--- src/rtl/bfdh_pkg.sv ---
// package for the bloom filter double hash unit
// holds sizes, hash constants, operation codes and the queue entry type
// no dependencies
package bfdh_pkg;

  localparam int MaxBits    = 65536;
  localparam int MaxHashes  = 16;
  localparam int MinBits    = 64;
  localparam int HashW      = 64;
  localparam int BitIdxW    = $clog2(MaxBits);
  localparam int ModW       = BitIdxW + 1;
  localparam int HcntW      = $clog2(MaxHashes + 1);
  localparam int RowW       = 32;
  localparam int RowBitW    = $clog2(RowW);
  localparam int RowAw      = BitIdxW - RowBitW;
  localparam int RowsN      = MaxBits / RowW;
  localparam int ModCntW    = $clog2(HashW);
  localparam int CountW     = 32;
  localparam int CfgW       = 17;
  localparam int KeyW       = 8;

  localparam logic [HashW-1:0] FnvBasis   = 64'd14695981039346656037;
  localparam int               FnvShift   = 40;
  localparam logic [8:0]       FnvPrimeLo = 9'd435;
  localparam logic [HashW-1:0] DjbInit    = 64'd5381;

  localparam logic [CfgW-1:0]  BitsReset   = CfgW'(MaxBits);
  localparam logic [HcntW-1:0] HashesReset = HcntW'(4);

  typedef enum logic [1:0] {
    KIND_INSERT = 2'd0,
    KIND_QUERY  = 2'd1,
    KIND_CLEAR  = 2'd2
  } kind_e;

  typedef enum logic {
    CFG_NUM_BITS   = 1'b0,
    CFG_NUM_HASHES = 1'b1
  } cfg_idx_e;

  typedef enum logic [2:0] {
    ST_INIT,
    ST_IDLE,
    ST_MOD,
    ST_RD,
    ST_CHK,
    ST_CLEAR,
    ST_DONE
  } back_state_e;

  typedef struct packed {
    kind_e             kind;
    logic [HashW-1:0]  fnv;
    logic [HashW-1:0]  djb;
  } op_t;

endpackage

--- src/rtl/bfdh_fifo.sv ---
// two-entry queue of operations between front and back
// depends on bfdh_pkg
module bfdh_fifo (
  input  logic          clk_i,
  input  logic          rst_ni,
  input  logic          push_i,
  input  bfdh_pkg::op_t push_op_i,
  output logic          full_o,
  output logic          valid_o,
  output bfdh_pkg::op_t op_o,
  input  logic          pop_i
);
  import bfdh_pkg::*;

  op_t        mem_q [2];
  logic       wptr_q, rptr_q;
  logic [1:0] cnt_q;

  assign full_o  = cnt_q == 2'd2;
  assign valid_o = cnt_q != 2'd0;
  assign op_o    = mem_q[rptr_q];

  always_ff @(posedge clk_i) begin
    if (push_i) begin
      mem_q[wptr_q] <= push_op_i;
    end
  end

  always_ff @(posedge clk_i or negedge rst_ni) begin
    if (!rst_ni) begin
      wptr_q <= 1'b0;
      rptr_q <= 1'b0;
      cnt_q  <= 2'd0;
    end else begin
      if (push_i) wptr_q <= !wptr_q;
      if (pop_i)  rptr_q <= !rptr_q;
      cnt_q <= cnt_q + 2'(push_i) - 2'(pop_i);
    end
  end

endmodule

--- config.mk ---
export PLATFORM = sky130hd
export DESIGN_NAME = bfdh_fifo
export DESIGN_NICKNAME = d
export VERILOG_FILES = /design/src/rtl/bfdh_pkg.sv /design/src/rtl/bfdh_fifo.sv
export SDC_FILE = /design/constraint.sdc
export NUM_CORES = 1
export LEC_CHECK = 0
export BUFFER_PORTS_ARGS = -buffer_cell sky130_fd_sc_hd__buf_2
export CAP_MARGIN = 20
export CORE_MARGIN = 4
export CORE_UTILIZATION = 56
export DETAILED_ROUTE_END_ITERATION = 10
export PLACE_DENSITY = 0.85
export RECOVER_POWER = 25
export SYNTH_ARGS = -nofsm -noshare
export SYNTH_HDL_FRONTEND = slang
export SYNTH_SLANG_ARGS = --single-unit
--- constraint.sdc ---
create_clock -name clk_i -period 16.87 [get_ports clk_i]
set_input_delay 5.061 -clock clk_i [delete_from_list [all_inputs] [get_ports clk_i]]
set_output_delay 5.061 -clock clk_i [all_outputs]
set_load 0.1 [all_outputs]
; Word level (Yosys, flattened, before mapping)
; Memory sizes are Yosys's and may differ from the RTL's.
; Index checks and enable logic that the tools add are counted.
[totals]
latch_bits = 0
n_memories = 1
romBits = 0
output_inout_bits = 132
mem_bits_rw = 260
regBits = 4
input_bits = 134
wordCells = 12
[memory_table]
columns = memory, depth, word_bits, rd, rd_ports_with_merged_regs, wr, line_no
row1 = mem_q, 2, 130, 1, 0, 1, bfdh_fifo.sv:15  ; op_t mem_q [2];
[op_classes]
addsub = 2
n_div = 0
reduce_logical = 3
mul = 0
n_lt_le_gt_ge = 0
bitwise_logic = 0
mux = 2
shift = 0
n_eq_ne = 1
[op_table]
columns = op, n
row1 = 2-bit by 1-bit adder with 2-bit output, 1
row2 = "2-bit == test, second input constant", 1
row3 = 1-bit logical NOT, 2
row4 = 1-bit 2-to-1 mux, 2
row5 = 2-bit nonzero test, 1
row6 = 2-bit by 1-bit subtractor with 2-bit output, 1

; Logic depth before layout (Yosys ltp)
; Gate-level depths: netlist of the first run.
[logic_depth]
word_depth = 2
depth_mapped = 5
ltp_nobuf = 5

; Worst setup path before layout of the first run
; No wires, ideal clock.
[synth_path]
path_type = input to register
startpoint = input push_i
endpoint = memory mem_q[0][0] in the netlist's numbering, enable pin
path_buffers = 0
required_ns = 16.234
setup_time_ns = 0.636
stages = 1
arrival_ns = 10.695
setup_slack_ns = 5.539
cell_sequence = nor2b_1
[synth_via]
elab_chain_cells = 2
[synth_rtl]
columns = item, line_no
row1 = from (decl), bfdh_fifo.sv:6  ; input logic push_i,
row2 = 1-bit 2-to-1 mux, bfdh_fifo.sv:24  ; if (push_i) begin
row3 = 1-bit 2-to-1 mux (not written as such), bfdh_fifo.sv:25  ; mem_q[wptr_q] <= push_op_i;
row4 = to (decl), bfdh_fifo.sv:15
; No other way between the ends.

==> results.cfg, run 1 <==
[clock_network]
numCtsBuffers = 27
cts_tree = built
ctsResizeCount = 0
clk_pin_slew_ps = 60
cts_sinks = 264
holdBufCountCts = 0
clk_latency_ps = 510
cts_max_path_buffers = 3
cts-root-buf = clkbuf_16
post_cts_buffers = 0
htree_num_levels = 1

[timing]
fmax_mhz = 115.0
slew_violations = 0
finalSetupTns_ps = 0
finalCriticalPeriod_ps = 8695
fin_crit_sh_pct = 51.54
tightest_slew_ps = 1023
holdWs_ps = 552.6
setup_viol = 0
maxSlewHeadroom_pct = 31.77
rsz0062_at_grt = false
skew_ps = 9.000
hold_violations = 0

[critical_path]
crit_required_ps = 11810
cp_data_arrival_time_ps = 3630
crit_fanout = 63
crit_chain = buf_4, buf_4, mux2_4, buf_2
cp_top_family = buffers and inverters
cp_common_cell = buf_4
critPathLaunchType = flip-flop
critPathBufInv = 3
cp-end-kind = primary output
critical_path_class = reg2out
slowest_stage = buf_4
timing.rr.start = wptr_q
max_stage_delay_ps = 850
critPathLaunch = rptr_q

[grt]
grt_pass1_vias = 5250
grt_usage_pct = 18.44
grt_max_degree = 77
antenna_found_initial = 4
grt_overflow = 0
grt_first_pass_wirelength_um = 28460

[yosys]
yosysSeqAreaShare_pct = 79.43
synth_nets = 556
syn_area_um2 = 9956
synth_top_cell_by_area = edfxtp_1
syn_area_per_cell_um2 = 23.70
netlist.area_leader.share_pct = 78.42
yosys_warnings = 0
synth.distinct_cells = 14
syn_inst = 420
synth_area_leaders = edfxtp_1 78%, mux2_4 14%, mux2_2 4.5%
synth_seq_cells = 264

[detailed_routing]
vias_per_cell = 5.160
drc_errors = 0
route.detailed.wl_per_inst_um = 20.13
dr.pass1.iters = 4
vias = 4902
postRouteAntennaNets = 0
wl_um = 19130
drtIter0Drc = 235

[layout]
mostFrequentLayoutCell = edfxtp_1
drive_gt1_share_pct = 55.80
utilization_pct = 70.94
nNetsFinal = 840
multi_input_area_um2 = 1903
layout_common_cells = 260 x edfxtp_1, 223 x buf_2, 90 x mux2_4
n_fill_cell = 1087
seq_area_um2 = 7911
synthToLayoutAreaGrowth_pct = 23.68

[floorplanning]
die_w_um = 141.3
die-height_um = 141.3
dieArea_um2 = 19980
start_util_pct = 57.36
row_count = 48
core_area_um2 = 17360
ioPinCount = 266

[place]
globalplace.congestion = 0.7663
place_hpwl_um = 12840
portBuffers = 265

[run_status]
status = finished, final reports clean

[min_path]
hp-start = wptr_q
hp-class = reg2reg

[run]
cap_violations = 0
## Yosys cell counts
| master | instances |
|---|---|
| xor3_1 | 1 |
| ha_1 | 2 |
| or2_2 | 1 |
| buf_6 | 10 |
| xor2_1 | 2 |
| mux2_2 | 40 |
| buf_2 | 4 |
| inv_1 | 2 |
| nor2b_1 | 2 |
| and2_1 | 1 |
| edfxtp_1 | 260 |
| buf_8 | 1 |
| mux2_4 | 90 |
| dfrtp_1 | 4 |
## final timing paths
check	slack (ps)	cells after the start	endpoint
max	8170	4	op_o[82]
min	550	1	wptr_q
max reg2reg	13910	3	mem_q[0][87]
min reg2reg	550	1	wptr_q
max in group asynchronous	12270	1	rptr_q
min in group asynchronous	4380	1	cnt_q[1]
## worst reg2reg max path, cell delays in order, from the launching register on
cell and delay (ps):
dfrtp_1 430, nor2b_4 770, buf_4 650, buf_4 690
## kinds of logic after synthesis
logic type | share of synthesized area (%)
xor gates and xnor gates | 0.4147
adders and majority gates | 0.2513
buffers and inverters | 1.558
DFF | 79.43
muxes | 18.10
and+or+nand+nor | 0.2514
## flip-flops by register name (all words and copies together) (netlist names)
register,cells
rptr_q,1
cnt_q,2
mem_q,260
wptr_q,1
## layer usage
| metal | vias up | track usage (%) | part of all wire [%] |
|---|---|---|---|
| li1 | 2239 | - | - |
| met1 | 2399 | 23.40 | 39 |
| met2 | 231 | 31.98 | 51 |
| met3 | 27 | 4.853 | 9.0 |
| met4 | 6 | 4.539 | 1.2 |
| met5 | - | 0 | 0.24 |
## final cells by class
| cell class | instances | area share [%] |
|---|---|---|
| repair buffers | 270 | 10.65 |
| inverters | 2 | 0.06097 |
| clock inverters | 19 | 1.697 |
| well taps | 225 | 2.286 |
| diodes | 1 | 0.02032 |
| multi-input cells | 139 | 15.46 |
| flip-flops and latches | 264 | 64.25 |
| clock buffers | 30 | 5.579 |
## stage by stage
step / instance area, um2 / worst slack [ps] / instances
4_1_cts: 12360 / 8123 / 949
6_report: 12310 / 8175 / 950
5_1_grt: 12310 / 7989 / 950
3_3_place_gp: 11470 / 8729 / 900
3_5_place_dp: 11470 / 8696 / 900
2_1_floorplan: 9956 / 5539 / 420
Power of run 1 is left out: the tool's default activity adds up to more than one toggle a clock period on the data nets, which glitch-free logic cannot reach.
==> run 2, diff against run 1 <==
--- a/config.mk
+++ b/config.mk
@@ -8,9 +8,9 @@
 export BUFFER_PORTS_ARGS = -buffer_cell sky130_fd_sc_hd__buf_2
 export CAP_MARGIN = 20
 export CORE_MARGIN = 4
-export CORE_UTILIZATION = 56
+export CORE_UTILIZATION = 47
 export DETAILED_ROUTE_END_ITERATION = 10
-export PLACE_DENSITY = 0.85
+export PLACE_DENSITY = 0.76
 export RECOVER_POWER = 25
 export SYNTH_ARGS = -nofsm -noshare
 export SYNTH_HDL_FRONTEND = slang
==> constraint.sdc (replaced) <==
create_clock -name clk_i -period 7.1 [get_ports clk_i]
set_input_delay 2.13 -clock clk_i [delete_from_list [all_inputs] [get_ports clk_i]]
set_output_delay 2.13 -clock clk_i [all_outputs]
set_load 0.1 [all_outputs]
==> results.cfg, run 2 (synthesized netlist as in run 1, its figures left out) <==
[detailed_routing]
route.detailed.wl_per_inst_um = 18.85
postRouteAntennaNets = 0
vias = 4830
drc_errors = 0
wl_um = 18740
dr.pass1.iters = 4
vias_per_cell = 4.859
drtIter0Drc = 241

[grt]
grt_overflow = 0
antenna_found_initial = 1
grt_max_degree = 60
grt_usage_pct = 15.06
grt_first_pass_wirelength_um = 28410
grt_pass1_vias = 5198

[clock_network]
numCtsBuffers = 27
cts-root-buf = clkbuf_16
post_cts_buffers = 0
cts_max_path_buffers = 3
holdBufCountCts = 0
htree_num_levels = 1
cts_sinks = 264
cts_tree = built
clk_latency_ps = 520
ctsResizeCount = 0
clk_pin_slew_ps = 60

[critical_path]
cp-end-kind = primary output
cp_data_arrival_time_ps = 2850
critPathLaunch = rptr_q
crit_required_ps = 4970
r2r_end = mem_q[0][53]
crit_fanout = 59
critical_path_class = reg2out
ff2ff_path_depth = 2
rrSetupSlack_ps = 4900
timing.rr.start = wptr_q
critPathLaunchType = flip-flop

[layout]
drive_gt1_share_pct = 54.28
top_regs = mem_q x260, cnt_q x2
regMostFlops = mem_q
layout_common_cells = 260 x edfxtp_1, 216 x buf_2, 90 x mux2_4
antennaDiodeCount = 0
n_fill_cell = 1548
synthToLayoutAreaGrowth_pct = 23.83
mostFrequentLayoutCell = edfxtp_1
nNetsFinal = 841
largest_reg_flops = 260

[timing]
skew_ps = 17.29
tightest_slew_ps = 992.2
fin_crit_sh_pct = 70.11
maxSlewHeadroom_pct = 33.85
rsz0062_at_grt = false
finalSetupTns_ps = 0
worst_slack_ps = 2122
fmax_mhz = 200.9
slew_violations = 0
hold_violations = 0
finalCriticalPeriod_ps = 4978
setup_viol = 0

[run]
cap_violations = 0

[floorplanning]
dieArea_um2 = 23570
die_w_um = 153.5
row_count = 52
start_util_pct = 48.42
die-height_um = 153.5
core_area_um2 = 20560
ioPinCount = 266

[min_path]
hold_depth = 1
hp-class = reg2reg
hold-path-endpoint = wptr_q
hp-start = wptr_q

[place]
globalplace.congestion = 0.7611
place_hpwl_um = 13140
portBuffers = 265
place_worst_setup_slack_ps = 2647

[run_status]
status = finished, final reports clean
## run 2: cell count changes in the layout (fill, tap and decap cells not counted)
cell and change:
inv_6 -1, clkinv_4 -1, buf_12 +1, clkbuf_1 +7, bufinv_16 -1, clkinv_2 +1, clkinv_1 +3, buf_1 +1
clkinvlp_4 -3, buf_2 -7, diode_2 -1
## run 2: worst max-delay path by stage
stage | to | slack (ps)
floorplan | mem_q[0][0] | 1140
global placement | op_o[30] | 2710
detailed placement | op_o[104] | 2650
CTS | op_o[104] | 2090
global route | op_o[104] | 1990
finish | op_o[104] | 2120
## run 2: metal layers
layer  track usage (%)  wire length (um)
met2             25.90              9462
met5                 0                20
met3             4.637              1611
met1             18.93              7372
met4             3.364               272
## run 2: cell type report
| cell class | count | area (um2) | share of cell area [%] |
|---|---|---|---|
| Timing Repair Buffer | 271 | 1323 | 10.73 |
| Inverter | 2 | 7.507 | 0.06090 |
| Multi-Input combinational cell | 139 | 1903 | 15.44 |
| Clock buffer | 31 | 690.7 | 5.602 |
| Sequential cell | 264 | 7911 | 64.17 |
| Tap cell | 270 | 337.8 | 2.740 |
| Clock inverter | 17 | 155.1 | 1.258 |
## run 2: metrics by stage
step | instances | area, um2 | hold slack, ps | util [%]
CTS | 994 | 12390 | 566.0 | 60.26
global route | 994 | 12330 | 581.9 | 59.96
detailed placement | 946 | 11540 | 555.6 | 56.15
floorplan | 420 | 9958 | 473.1 | -
finish | 994 | 12330 | 555.3 | 59.96
global placement | 946 | 11540 | 531.4 | 56.15
## run 2: worst max-delay path, stage by stage (launching register included)
cell     delay (ps)
dfrtp_4        1070
buf_4           540
mux2_4          240
buf_2           420
Power of run 2 is left out for the same reason.
