**src/rtl/bfdh_pkg.sv**
```systemverilog
// package for the bloom filter double hash unit
// holds sizes, hash constants, operation codes and the queue entry type
// no dependencies
package bfdh_pkg;

  localparam int MaxBits    = 65536;
  localparam int MaxHashes  = 16;
  localparam int MinBits    = 64;
  localparam int HashW      = 64;
  localparam int BitIdxW    = $clog2(MaxBits);
  localparam int ModW       = BitIdxW + 1;
  localparam int HcntW      = $clog2(MaxHashes + 1);
  localparam int RowW       = 32;
  localparam int RowBitW    = $clog2(RowW);
  localparam int RowAw      = BitIdxW - RowBitW;
  localparam int RowsN      = MaxBits / RowW;
  localparam int ModCntW    = $clog2(HashW);
  localparam int CountW     = 32;
  localparam int CfgW       = 17;
  localparam int KeyW       = 8;

  localparam logic [HashW-1:0] FnvBasis   = 64'd14695981039346656037;
  localparam int               FnvShift   = 40;
  localparam logic [8:0]       FnvPrimeLo = 9'd435;
  localparam logic [HashW-1:0] DjbInit    = 64'd5381;

  localparam logic [CfgW-1:0]  BitsReset   = CfgW'(MaxBits);
  localparam logic [HcntW-1:0] HashesReset = HcntW'(4);

  typedef enum logic [1:0] {
    KIND_INSERT = 2'd0,
    KIND_QUERY  = 2'd1,
    KIND_CLEAR  = 2'd2
  } kind_e;

  typedef enum logic {
    CFG_NUM_BITS   = 1'b0,
    CFG_NUM_HASHES = 1'b1
  } cfg_idx_e;

  typedef enum logic [2:0] {
    ST_INIT,
    ST_IDLE,
    ST_MOD,
    ST_RD,
    ST_CHK,
    ST_CLEAR,
    ST_DONE
  } back_state_e;

  typedef struct packed {
    kind_e             kind;
    logic [HashW-1:0]  fnv;
    logic [HashW-1:0]  djb;
  } op_t;

endpackage

```
**src/rtl/bfdh_front.sv**
```systemverilog
// front end: accepts key bytes, runs fnv-1a and djb2, emits operations
// depends on bfdh_pkg
module bfdh_front (
  input  logic                    clk_i,
  input  logic                    rst_ni,
  input  logic                    in_valid_i,
  output logic                    in_ready_o,
  input  logic [1:0]              kind_i,
  input  logic                    byte_present_i,
  input  logic [bfdh_pkg::KeyW-1:0] key_byte_i,
  input  logic                    last_i,
  input  logic                    block_i,
  output logic                    push_o,
  output bfdh_pkg::op_t           push_op_o,
  input  logic                    full_i
);
  import bfdh_pkg::*;

  logic [HashW-1:0] fnv_q, fnv_d, djb_q, djb_d;
  logic [HashW-1:0] fnv_x, fnv_upd, djb_upd;
  logic             accept;

  assign in_ready_o = !block_i && !full_i;
  assign accept     = in_valid_i && in_ready_o;

  // prime is 2^40 + 435
  assign fnv_x   = fnv_q ^ HashW'(key_byte_i);
  assign fnv_upd = (fnv_x << FnvShift) + (fnv_x * HashW'(FnvPrimeLo));
  assign djb_upd = (djb_q << 5) + djb_q + HashW'(key_byte_i);

  always_comb begin
    fnv_d          = fnv_q;
    djb_d          = djb_q;
    push_o         = 1'b0;
    push_op_o.kind = KIND_CLEAR;
    push_op_o.fnv  = byte_present_i ? fnv_upd : fnv_q;
    push_op_o.djb  = byte_present_i ? djb_upd : djb_q;
    if (accept) begin
      case (kind_i)
        KIND_CLEAR: begin
          push_o = 1'b1;
          fnv_d  = FnvBasis;
          djb_d  = DjbInit;
        end
        KIND_INSERT, KIND_QUERY: begin
          push_op_o.kind = kind_e'(kind_i);
          if (last_i) begin
            push_o = 1'b1;
            fnv_d  = FnvBasis;
            djb_d  = DjbInit;
          end else begin
            fnv_d = push_op_o.fnv;
            djb_d = push_op_o.djb;
          end
        end
        default: ;
      endcase
    end
  end

  always_ff @(posedge clk_i or negedge rst_ni) begin
    if (!rst_ni) begin
      fnv_q <= FnvBasis;
      djb_q <= DjbInit;
    end else begin
      fnv_q <= fnv_d;
      djb_q <= djb_d;
    end
  end

endmodule

```
**config.mk**
```make
export PLATFORM = sky130hd
export DESIGN_NAME = bfdh_front
export DESIGN_NICKNAME = d
export VERILOG_FILES = /design/src/rtl/bfdh_pkg.sv /design/src/rtl/bfdh_front.sv
export SDC_FILE = /design/constraint.sdc
export NUM_CORES = 1
export LEC_CHECK = 0
export BUFFER_PORTS_ARGS = -buffer_cell sky130_fd_sc_hd__buf_4
export CAP_MARGIN = 5
export CORE_MARGIN = 2
export CORE_UTILIZATION = 48
export CTS_CLUSTER_DIAMETER = 40
export DETAILED_ROUTE_END_ITERATION = 6
export PLACE_DENSITY = 0.68
export SLEW_MARGIN = 5
export SYNTH_ARGS = -nofsm -noshare
export SYNTH_HDL_FRONTEND = slang
export SYNTH_SLANG_ARGS = --single-unit
```
**constraint.sdc**
```tcl
create_clock -name clk_i -period 5.7 [get_ports clk_i]
set_input_delay 0 -clock clk_i [delete_from_list [all_inputs] [get_ports clk_i]]
set_output_delay 0 -clock clk_i [all_outputs]
set_load 0.1 [all_outputs]
```
Word-level counts from Yosys, hierarchy flattened --
Index checks and enable logic that the tools add are counted.
Storage, ports and cells: register bits after elaboration 128, latch bits 0, memory bits (writable) 0, memories kept 0, bits in read-only memories 0
Operators by class: shift-type cells 0, reduce and logical (&&, ||, !) cells 8, bitwise logic cells 1, mux-type cells 11, add/sub/neg operators 3, $mul 1, order comparisons 0, equality and inequality tests 2, divide/modulo/power cells 0
Operators with widths (count):
- $mux 64 | 4
- $pmux 64 s2 | 2
- $add 64x64->64 | 2
- $add 64x8->64 | 1
- $mul 64x9->64 const B | 1
- $xor 64x8->64 | 1
- $mux 2 | 2
- $eq 2x1->1 const B | 1
- $eq 2x2->1 const B | 1
- $logic_and 1x1->1 | 2
- $logic_not 1->1 | 2
- $logic_not 2->1 | 1
- $mux 1 | 2
- $pmux 1 s2 | 1
- $reduce_and 2->1 | 1
- $reduce_bool 2->1 | 1
- $reduce_or 2->1 | 1

Depth between registers and ports, before layout --
Gate-level depths: netlist (run 1).
word-level depth 6, mapped depth 22, depth with buffers taken out 22

Worst setup path before layout (run 1) --
Ideal clock, no wire load.
kind flip-flop to output port, start register fnv_q[2], end output push_op_o[126] in the netlist's numbering, required time 5.700 ns, stages on the path, launching flop included 20, setup slack -2.416 ns, arrival time 8.116 ns, buffers on the path 0, cells stage by stage dfstp_2 -> xnor2_1 -> inv_1 -> ha_1 -> xor2_1 -> ha_1 -> or2_2 -> fa_1 -> fa_1 -> ha_1 -> ha_1 -> a21oi_1 -> o21ai_0 -> a211o_1 -> a41o_1 -> a21o_1 -> a21oi_1 -> o31ai_1 -> nor2_1 -> o311ai_0
RTL lines:
- start, declared | line bfdh_front.sv:19 | logic [HashW-1:0] fnv_q, fnv_d, djb_q, djb_d;
- start signal, assigned | line bfdh_front.sv:63 | fnv_q <= FnvBasis;
- start signal, assigned | line bfdh_front.sv:66 | fnv_q <= fnv_d;
- end, declared | line bfdh_front.sv:14 | output bfdh_pkg::op_t push_op_o,

==> summary.md, run 1 <==
| Metric | Value |
|---|---|
| Total clock sinks | `128` |
| Syn Area/Cell | `8.93 µm²` |
| Maxcap violations | `0` |
| Vias per std cell | `5.64` |
| Setup Viol. Count Final | `31` |
| CP max-delay cell | `dfstp_2` |
| Global-route usage over all layers | `29.3%` |
| Share of the synthesized area in the top cell type | `19.1%` |
| # IOs | `149` |
| Clk Latency, worst-skew pair | `0.48 ns` |
| Worst Setup Path Type | `reg2out` |
| RSZ-0062 raised after global routing | `yes` |
| Initial DRC Count | `1024` |
| Initial Util | `48.4%` |
| Crit path cell chain | `buf_4 > ha_4 > xor2_1 > ha_1 > fa_1 > fa_1 > inv_1 > fa_1 > inv_1 > ha_1 > a21oi_1 > o21ai_1 > a221oi_4 > o311ai_4 > buf_4 > o221ai_4 > nor2_2 > o41ai_2 > buf_4 > o21bai_1 > xor2_1 > mux2_4 > buf_12` |
| Largest net degree at the start of global routing | `81` |
| CP Capture Type | `primary output` |
| H-Tree Depth | `4` |
| Buf/Inv on CP | `6` |
| Worst Max-Slew Pin Slew | `1.00 ns` |
| #FFs+latches synth | `128` |
| Yosys top cell by area | `fa_1` |
| Synth cell count leaders | `inv_1, ha_1, fa_1` |
| IO buf count | `148` |
| Worst slack, placed | `-0.322 ns` |
| GRT overflow | `0` |
| Seq/Total Area, Yosys | `14.5%` |
| Post-Synthesis Cells | `2515` |
| CP top delay family | `adder cells` |
| Fraction of layout cells with a size suffix above 1 | `29.5%` |
| DPL Wire Length | `55.9 mm` |
| Slew HR | `33.0%` |
| Clk slew on worst S/H paths | `0.07 ns` |
| Cell area after placement | `0.0259 mm²` |
| CP Data Required Time | `5.70 ns` |
| Core area | `0.0464 mm²` |
| Antenna Nets Post-Route | `0` |
| Vias in the first global route | `20500` |
| Tcrit/Tclk final | `107%` |
| DRC | `0` |
| Slew Limit Fails | `0` |
| Worst hold margin | `0.0279 ns` |
| Routed WL | `71.2 mm` |
| Outcome | `finished, violations left` |
| Arrival time at the worst endpoint | `6.08 ns` |
| Fin nets | `3437` |
| Routed via count | `19800` |
| Die Ht | `220 µm` |
| Slowest stage delay, CP | `0.56 ns` |
| Hold Violations, Final | `0` |
| CTS Buf Count | `17` |
| Dominant cells by area after synthesis | `fa_1, ha_1, dfrtp_1, inv_1, mux2_2` |
| TritonCTS clock tree | `yes` |
| First-pass DRT Iterations | `6` |
| CTS Root Cell | `clkbuf_16` |
| Final WS setup | `-0.378 ns` |
| Post-Route Skew | `0.0125 ns` |
| Final Wtd Congestion | `0.981` |
| Synth Flop Type | `dfrtp_1` |
| Initial antenna violation count | `0` |
| Cell area after synthesis | `0.0225 mm²` |
| Clock Path Buffers | `2` |
| EDFF count, synth | `0` |
| Crit-path max FO | `4` |
| Die Wd | `220 µm` |
| Filler cells | `3746` |
| Wirelength per Cell | `20.3 µm` |
| Area grow syn2layout | `29.9%` |
| Most numerous cell in the Yosys netlist | `inv_1` |
| Post-synth ARST share | `100%` |
| Final Util | `62.9%` |
| Failing checks | `setup timing` |
| DIE AREA | `0.0485 mm²` |
| Net Count, Synth | `3064` |
| Synth cell types | `83` |
| Design Area, Final | `0.0292 mm²` |
| N_diodes | `0` |
| Ys Warns | `0` |
| Rows | `79` |
| Min cycle time layout | `6.08 ns` |
| Global-route wire length before repair | `110 mm` |
| Hold Path Class | `in2reg` |
| Worst Setup Start Kind | `flip-flop` |
| Fmax | `165 MHz` |
[metrics by stage]
stage                     TNS [ns]  cells
after floorplan                  0   2515
after global placement       -1.80   3424
after detailed placement     -2.29   3424
after CTS                    -5.01   3491
after global routing        -12.01   3508
final                        -6.49   3508
[cell families (layout without fill, tap and decap cells)]
group	after synthesis	count (layout)	synth area share, %
xor gates and xnor gates	190	190	7.41
and+or+nand+nor	422	422	8.68
DFF	128	128	14.5
AOI/OAI and AO/OA	586	586	18.1
adders and majority gates	532	532	36.8
muxes	105	105	5.26
buffers and inverters	552	938	9.26
[flip-flops by register name, indices dropped and copies added (netlist names)]
register / flops
djb_q: 64
fnv_q: 64
[area by class of cell]
type | instances | area [µm²] | share of cell area [%]
multi-input combinational | 1835 | 18900 | 64.8
timing repair buffer | 442 | 3940 | 13.5
sequential | 128 | 3250 | 11.1
inverter | 464 | 1750 | 5.99
tap | 607 | 759 | 2.60
clock buffer | 17 | 425 | 1.46
clock inverter | 15 | 148 | 0.506
[worst paths after layout]
path	end	slack [ns]	from	cells after the start
setup / recovery	push_op_o[121]	-0.38	fnv_q[38]$_DFFE_PN1P_	23
hold / removal	fnv_q[0]$_DFFE_PN1P_	0.03	key_byte_i[0]	4
setup reg to reg	fnv_q[43]$_DFFE_PN1P_	0.13	fnv_q[5]$_DFFE_PN1P_	26
hold reg to reg	djb_q[63]$_DFFE_PN0P_	0.52	djb_q[63]$_DFFE_PN0P_	1
max in group asynchronous	djb_q[1]$_DFFE_PN0P_	4.30	rst_ni	3
min in group asynchronous	fnv_q[35]$_DFFE_PN0P_	0.16	rst_ni	2
[timing repair]
| item | CTS | global route |
|---|---|---|
| setup buffers | 36 | 25 |
| hold buffers | 1 | 0 |
| endpoints found under the setup margin | 48 | 48 |
| resized for setup | 292 | 165 |
| hold endpoints to repair | 47 | 0 |
| pin swaps | 67 | 64 |
[cell usage in the layout (no fill, tap or decap), drive strengths merged, types with 20 or more instances in the layout]
cell type	instances
inv	471
buf	441
ha	318
fa	214
nand2	162
a21oi	150
xnor2	116
o21ai	102
nor2	101
mux2	100
dfrtp	95
a22o	80
xor2	74
a21o	62
dfstp	33
nand3	30
o21bai	29
o22a	26
nand4	25
a31oi	21
nor3	21
and3	20
[worst register-to-register path, cell delays in order (launching register included)]
cell	delay, ns
dfstp_2	0.59
xor2_2	0.21
ha_4	0.25
buf_6	0.12
xor2_2	0.13
ha_1	0.28
ha_1	0.29
inv_2	0.04
fa_1	0.52
inv_2	0.05
ha_4	0.27
inv_2	0.04
fa_2	0.35
nand2b_4	0.17
a211oi_4	0.34
o21ai_4	0.12
a21oi_4	0.19
a211o_1	0.20
a41o_4	0.25
buf_4	0.12
buf_6	0.10
buf_12	0.11
nand2_4	0.06
nand4_1	0.12
o311ai_4	0.12
buf_4	0.15
o32a_1	0.32
[routing by layer]
layer / GRT usage (%) / vias up / wire, µm
li1: - / 9249 / -
met1: 36.7 / 9751 / 29700
met2: 51.0 / 640 / 34900
met3: 4.40 / 153 / 3720
met4: 11.2 / 0 / 2910
met5: 0 / - / 0
Power of run 1 is not shown: default switching activity piles up to over one toggle a cycle in this logic, so the estimate is an artifact.
==> run 2, diff against run 1 <==
==> constraint.sdc (replaced) <==
create_clock -name clk_i -period 5.7 [get_ports clk_i]
set_input_delay 0 -clock clk_i [delete_from_list [all_inputs] [get_ports clk_i]]
set_output_delay 0 -clock clk_i [all_outputs]
set_load 0.01 [all_outputs]
==> summary.md, run 2 (synthesized netlist as in run 1, its figures left out) <==
| Metric | Value |
|---|---|
| Outcome | `finished, violations left` |
| Failing checks | `setup timing` |
| Clk Latency, worst-skew pair | `0.47 ns (about the same)` |
| Setup Viol. Count Final | `30 (-3.2%)` |
| Vias per std cell | `5.70 (+1.1%)` |
| Final WS setup | `-0.454 ns (-0.0763 ns)` |
| Area grow syn2layout | `29.1%` |
| Slew Limit Fails | `0 (unchanged)` |
| CTS Buf Count | `17 (unchanged)` |
| Min-Delay Startpoint | `key_byte_i[0]` |
| Fraction of layout cells with a size suffix above 1 | `30.6% (+1.1 points)` |
| Min cycle time layout | `6.15 ns (+0.0763 ns)` |
| Setup slack, reg-to-reg | `0.14 ns (about the same)` |
| Most frequent cells in the layout | `inv_1, buf_4, ha_1, fa_1, nand2_1` |
| Global-route usage over all layers | `29.7% (+0.40 points)` |
| Arrival time at the worst endpoint | `6.15 ns (+0.07 ns)` |
| Rows | `79 (unchanged)` |
| H-Tree Depth | `4 (unchanged)` |
| Worst slack, placed | `-0.200 ns (+0.122 ns)` |
| First-pass DRT Iterations | `7 (+1)` |
| Placed cells | `3361 (-1.8%)` |
| Post-Route Skew | `0.0109 ns (-0.00165 ns)` |
| # IOs | `149 (unchanged)` |
| Crit-path max FO | `3 (-1)` |
| Most common cell after layout, fill and taps aside | `inv_1` |
| RR Startpoint | `fnv_q[16]$_DFFE_PN0P_` |
| Wirelength per Cell | `20.6 µm (+1.6%)` |
| Fin nets | `3409 (-0.81%)` |
| Clock Path Buffers | `2 (unchanged)` |
| Largest net degree at the start of global routing | `86 (+6.2%)` |
| CP Data Required Time | `5.70 ns (about the same)` |
| Post-route setup TNS | `-5.81 ns (+0.680 ns)` |
| Total clock sinks | `128 (unchanged)` |
| CTS Root Cell | `clkbuf_16` |
| RR Endpoint | `fnv_q[51]$_DFFE_PN0P_` |
| Worst Setup Start Kind | `flip-flop` |
| Initial antenna violation count | `0 (unchanged)` |
| Initial Util | `48.4% (unchanged)` |
| IO buf count | `148 (unchanged)` |
| Fmax | `162 MHz (-1.2%)` |
| Hold depth | `4 (unchanged)` |
| Slew HR | `34.6% (+1.6 points)` |
| DIE AREA | `0.0485 mm² (unchanged)` |
| Routed via count | `19800 (+0.26%)` |
| GRT overflow | `0 (unchanged)` |
| Final Wtd Congestion | `0.942 (-4.0%)` |
| Vias in the first global route | `20800 (+1.2%)` |
| RSZ-0062 raised after global routing | `yes` |
| Core area | `0.0464 mm² (unchanged)` |
| TritonCTS clock tree | `yes` |
| Tcrit/Tclk final | `108% (+1.3 points)` |
| Die Wd | `220 µm (unchanged)` |
| Maxcap violations | `0 (unchanged)` |
| Hold Path Class | `in2reg` |
| Clk slew on worst S/H paths | `0.06 ns (about the same)` |
| Largest registers | `djb_q: 64 flops, fnv_q: 64 flops` |
| Design Area, Final | `0.0290 mm² (-0.63%)` |
| Worst Max-Slew Pin Slew | `0.981 ns (-0.0240 ns)` |
| Cell area after placement | `0.0254 mm² (-2.0%)` |
| Global-route wire length before repair | `112 mm (+1.7%)` |
| N_diodes | `0 (unchanged)` |
| CP Capture Type | `primary output` |
| Die Ht | `220 µm (unchanged)` |
| Hold Violations, Final | `0 (unchanged)` |
| Routed WL | `71.8 mm (+0.80%)` |
| Worst Setup Path Type | `reg2out` |
| Reg2Reg Depth | `20 (-23%)` |
| Antenna Nets Post-Route | `0 (unchanged)` |
| Initial DRC Count | `1127 (+10%)` |
| Non-Filler Instances | `3480 (-0.80%)` |
| DPL Wire Length | `55.3 mm (-1.1%)` |
| DRC | `0 (unchanged)` |
| Hold Path Sink | `fnv_q[0]$_DFFE_PN1P_` |
-- run 2: worst max-delay path by stage --
stage	start	end	slack, ns	cells after the start
2_1_floorplan	fnv_q[2]$_DFFE_PN1P_	fnv_q[51]$_DFFE_PN0P_	0.22	20
3_3_place_gp	fnv_q[2]$_DFFE_PN1P_	push_op_o[121]	-0.13	21
3_5_place_dp	fnv_q[2]$_DFFE_PN1P_	push_op_o[113]	-0.20	22
4_1_cts	fnv_q[43]$_DFFE_PN1P_	push_op_o[121]	-0.24	23
5_1_grt	fnv_q[16]$_DFFE_PN0P_	push_op_o[115]	-0.60	21
6_report	fnv_q[16]$_DFFE_PN0P_	push_op_o[115]	-0.45	21
-- run 2: critical path, stage by stage (launching register included) --
cell,delay [ns]
dfrtp_1,0.43
ha_2,0.36
inv_1,0.09
fa_1,0.49
inv_1,0.05
fa_1,0.49
inv_1,0.06
fa_1,0.49
inv_1,0.05
ha_1,0.29
ha_1,0.29
a21oi_1,0.36
o221ai_2,0.20
a21boi_1,0.24
nor3_1,0.07
a211o_1,0.27
a41o_2,0.29
a2111oi_4,0.41
o41ai_2,0.10
xor2_1,0.19
mux2_4,0.29
buf_4,0.16
-- run 2: what timing repair did --
action,4_1_cts,5_1_grt
setup buffers,67,27
hold buffers,1,0
setup endpoints to repair,48,43
resized for setup,298,135
pin swaps,118,67
hold endpoints to repair,54,0
-- run 2: layout make-up --
type | count | area [µm²]
Clock inverter | 15 | 160
Sequential cell | 128 | 3260
Inverter | 464 | 1740
Timing Repair Buffer | 414 | 3320
Multi-Input combinational cell | 1835 | 19300
Fill cell | 3736 | 17400
Clock buffer | 17 | 425
Tap cell | 607 | 759
-- run 2: routing by layer --
| metal | part of all wire [%] | vias to the layer above | global-route usage [%] |
|---|---|---|---|
| met1 | 43 | 9890 | 38.2 |
| li1 | - | 9223 | - |
| met4 | 3.5 | 0 | 10.4 |
| met5 | 0 | - | 0 |
| met3 | 5.5 | 121 | 4.96 |
| met2 | 48 | 610 | 50.6 |
-- run 2: through the flow --
step                utilization (%)  hold WS, ns
floorplan                         -       -0.296
global placement               54.7       0.0893
detailed placement             54.7        0.101
CTS                            60.8       0.0297
global route                   62.5       0.0621
finish                         62.5       0.0588
Power of run 2 is left out for the same reason.
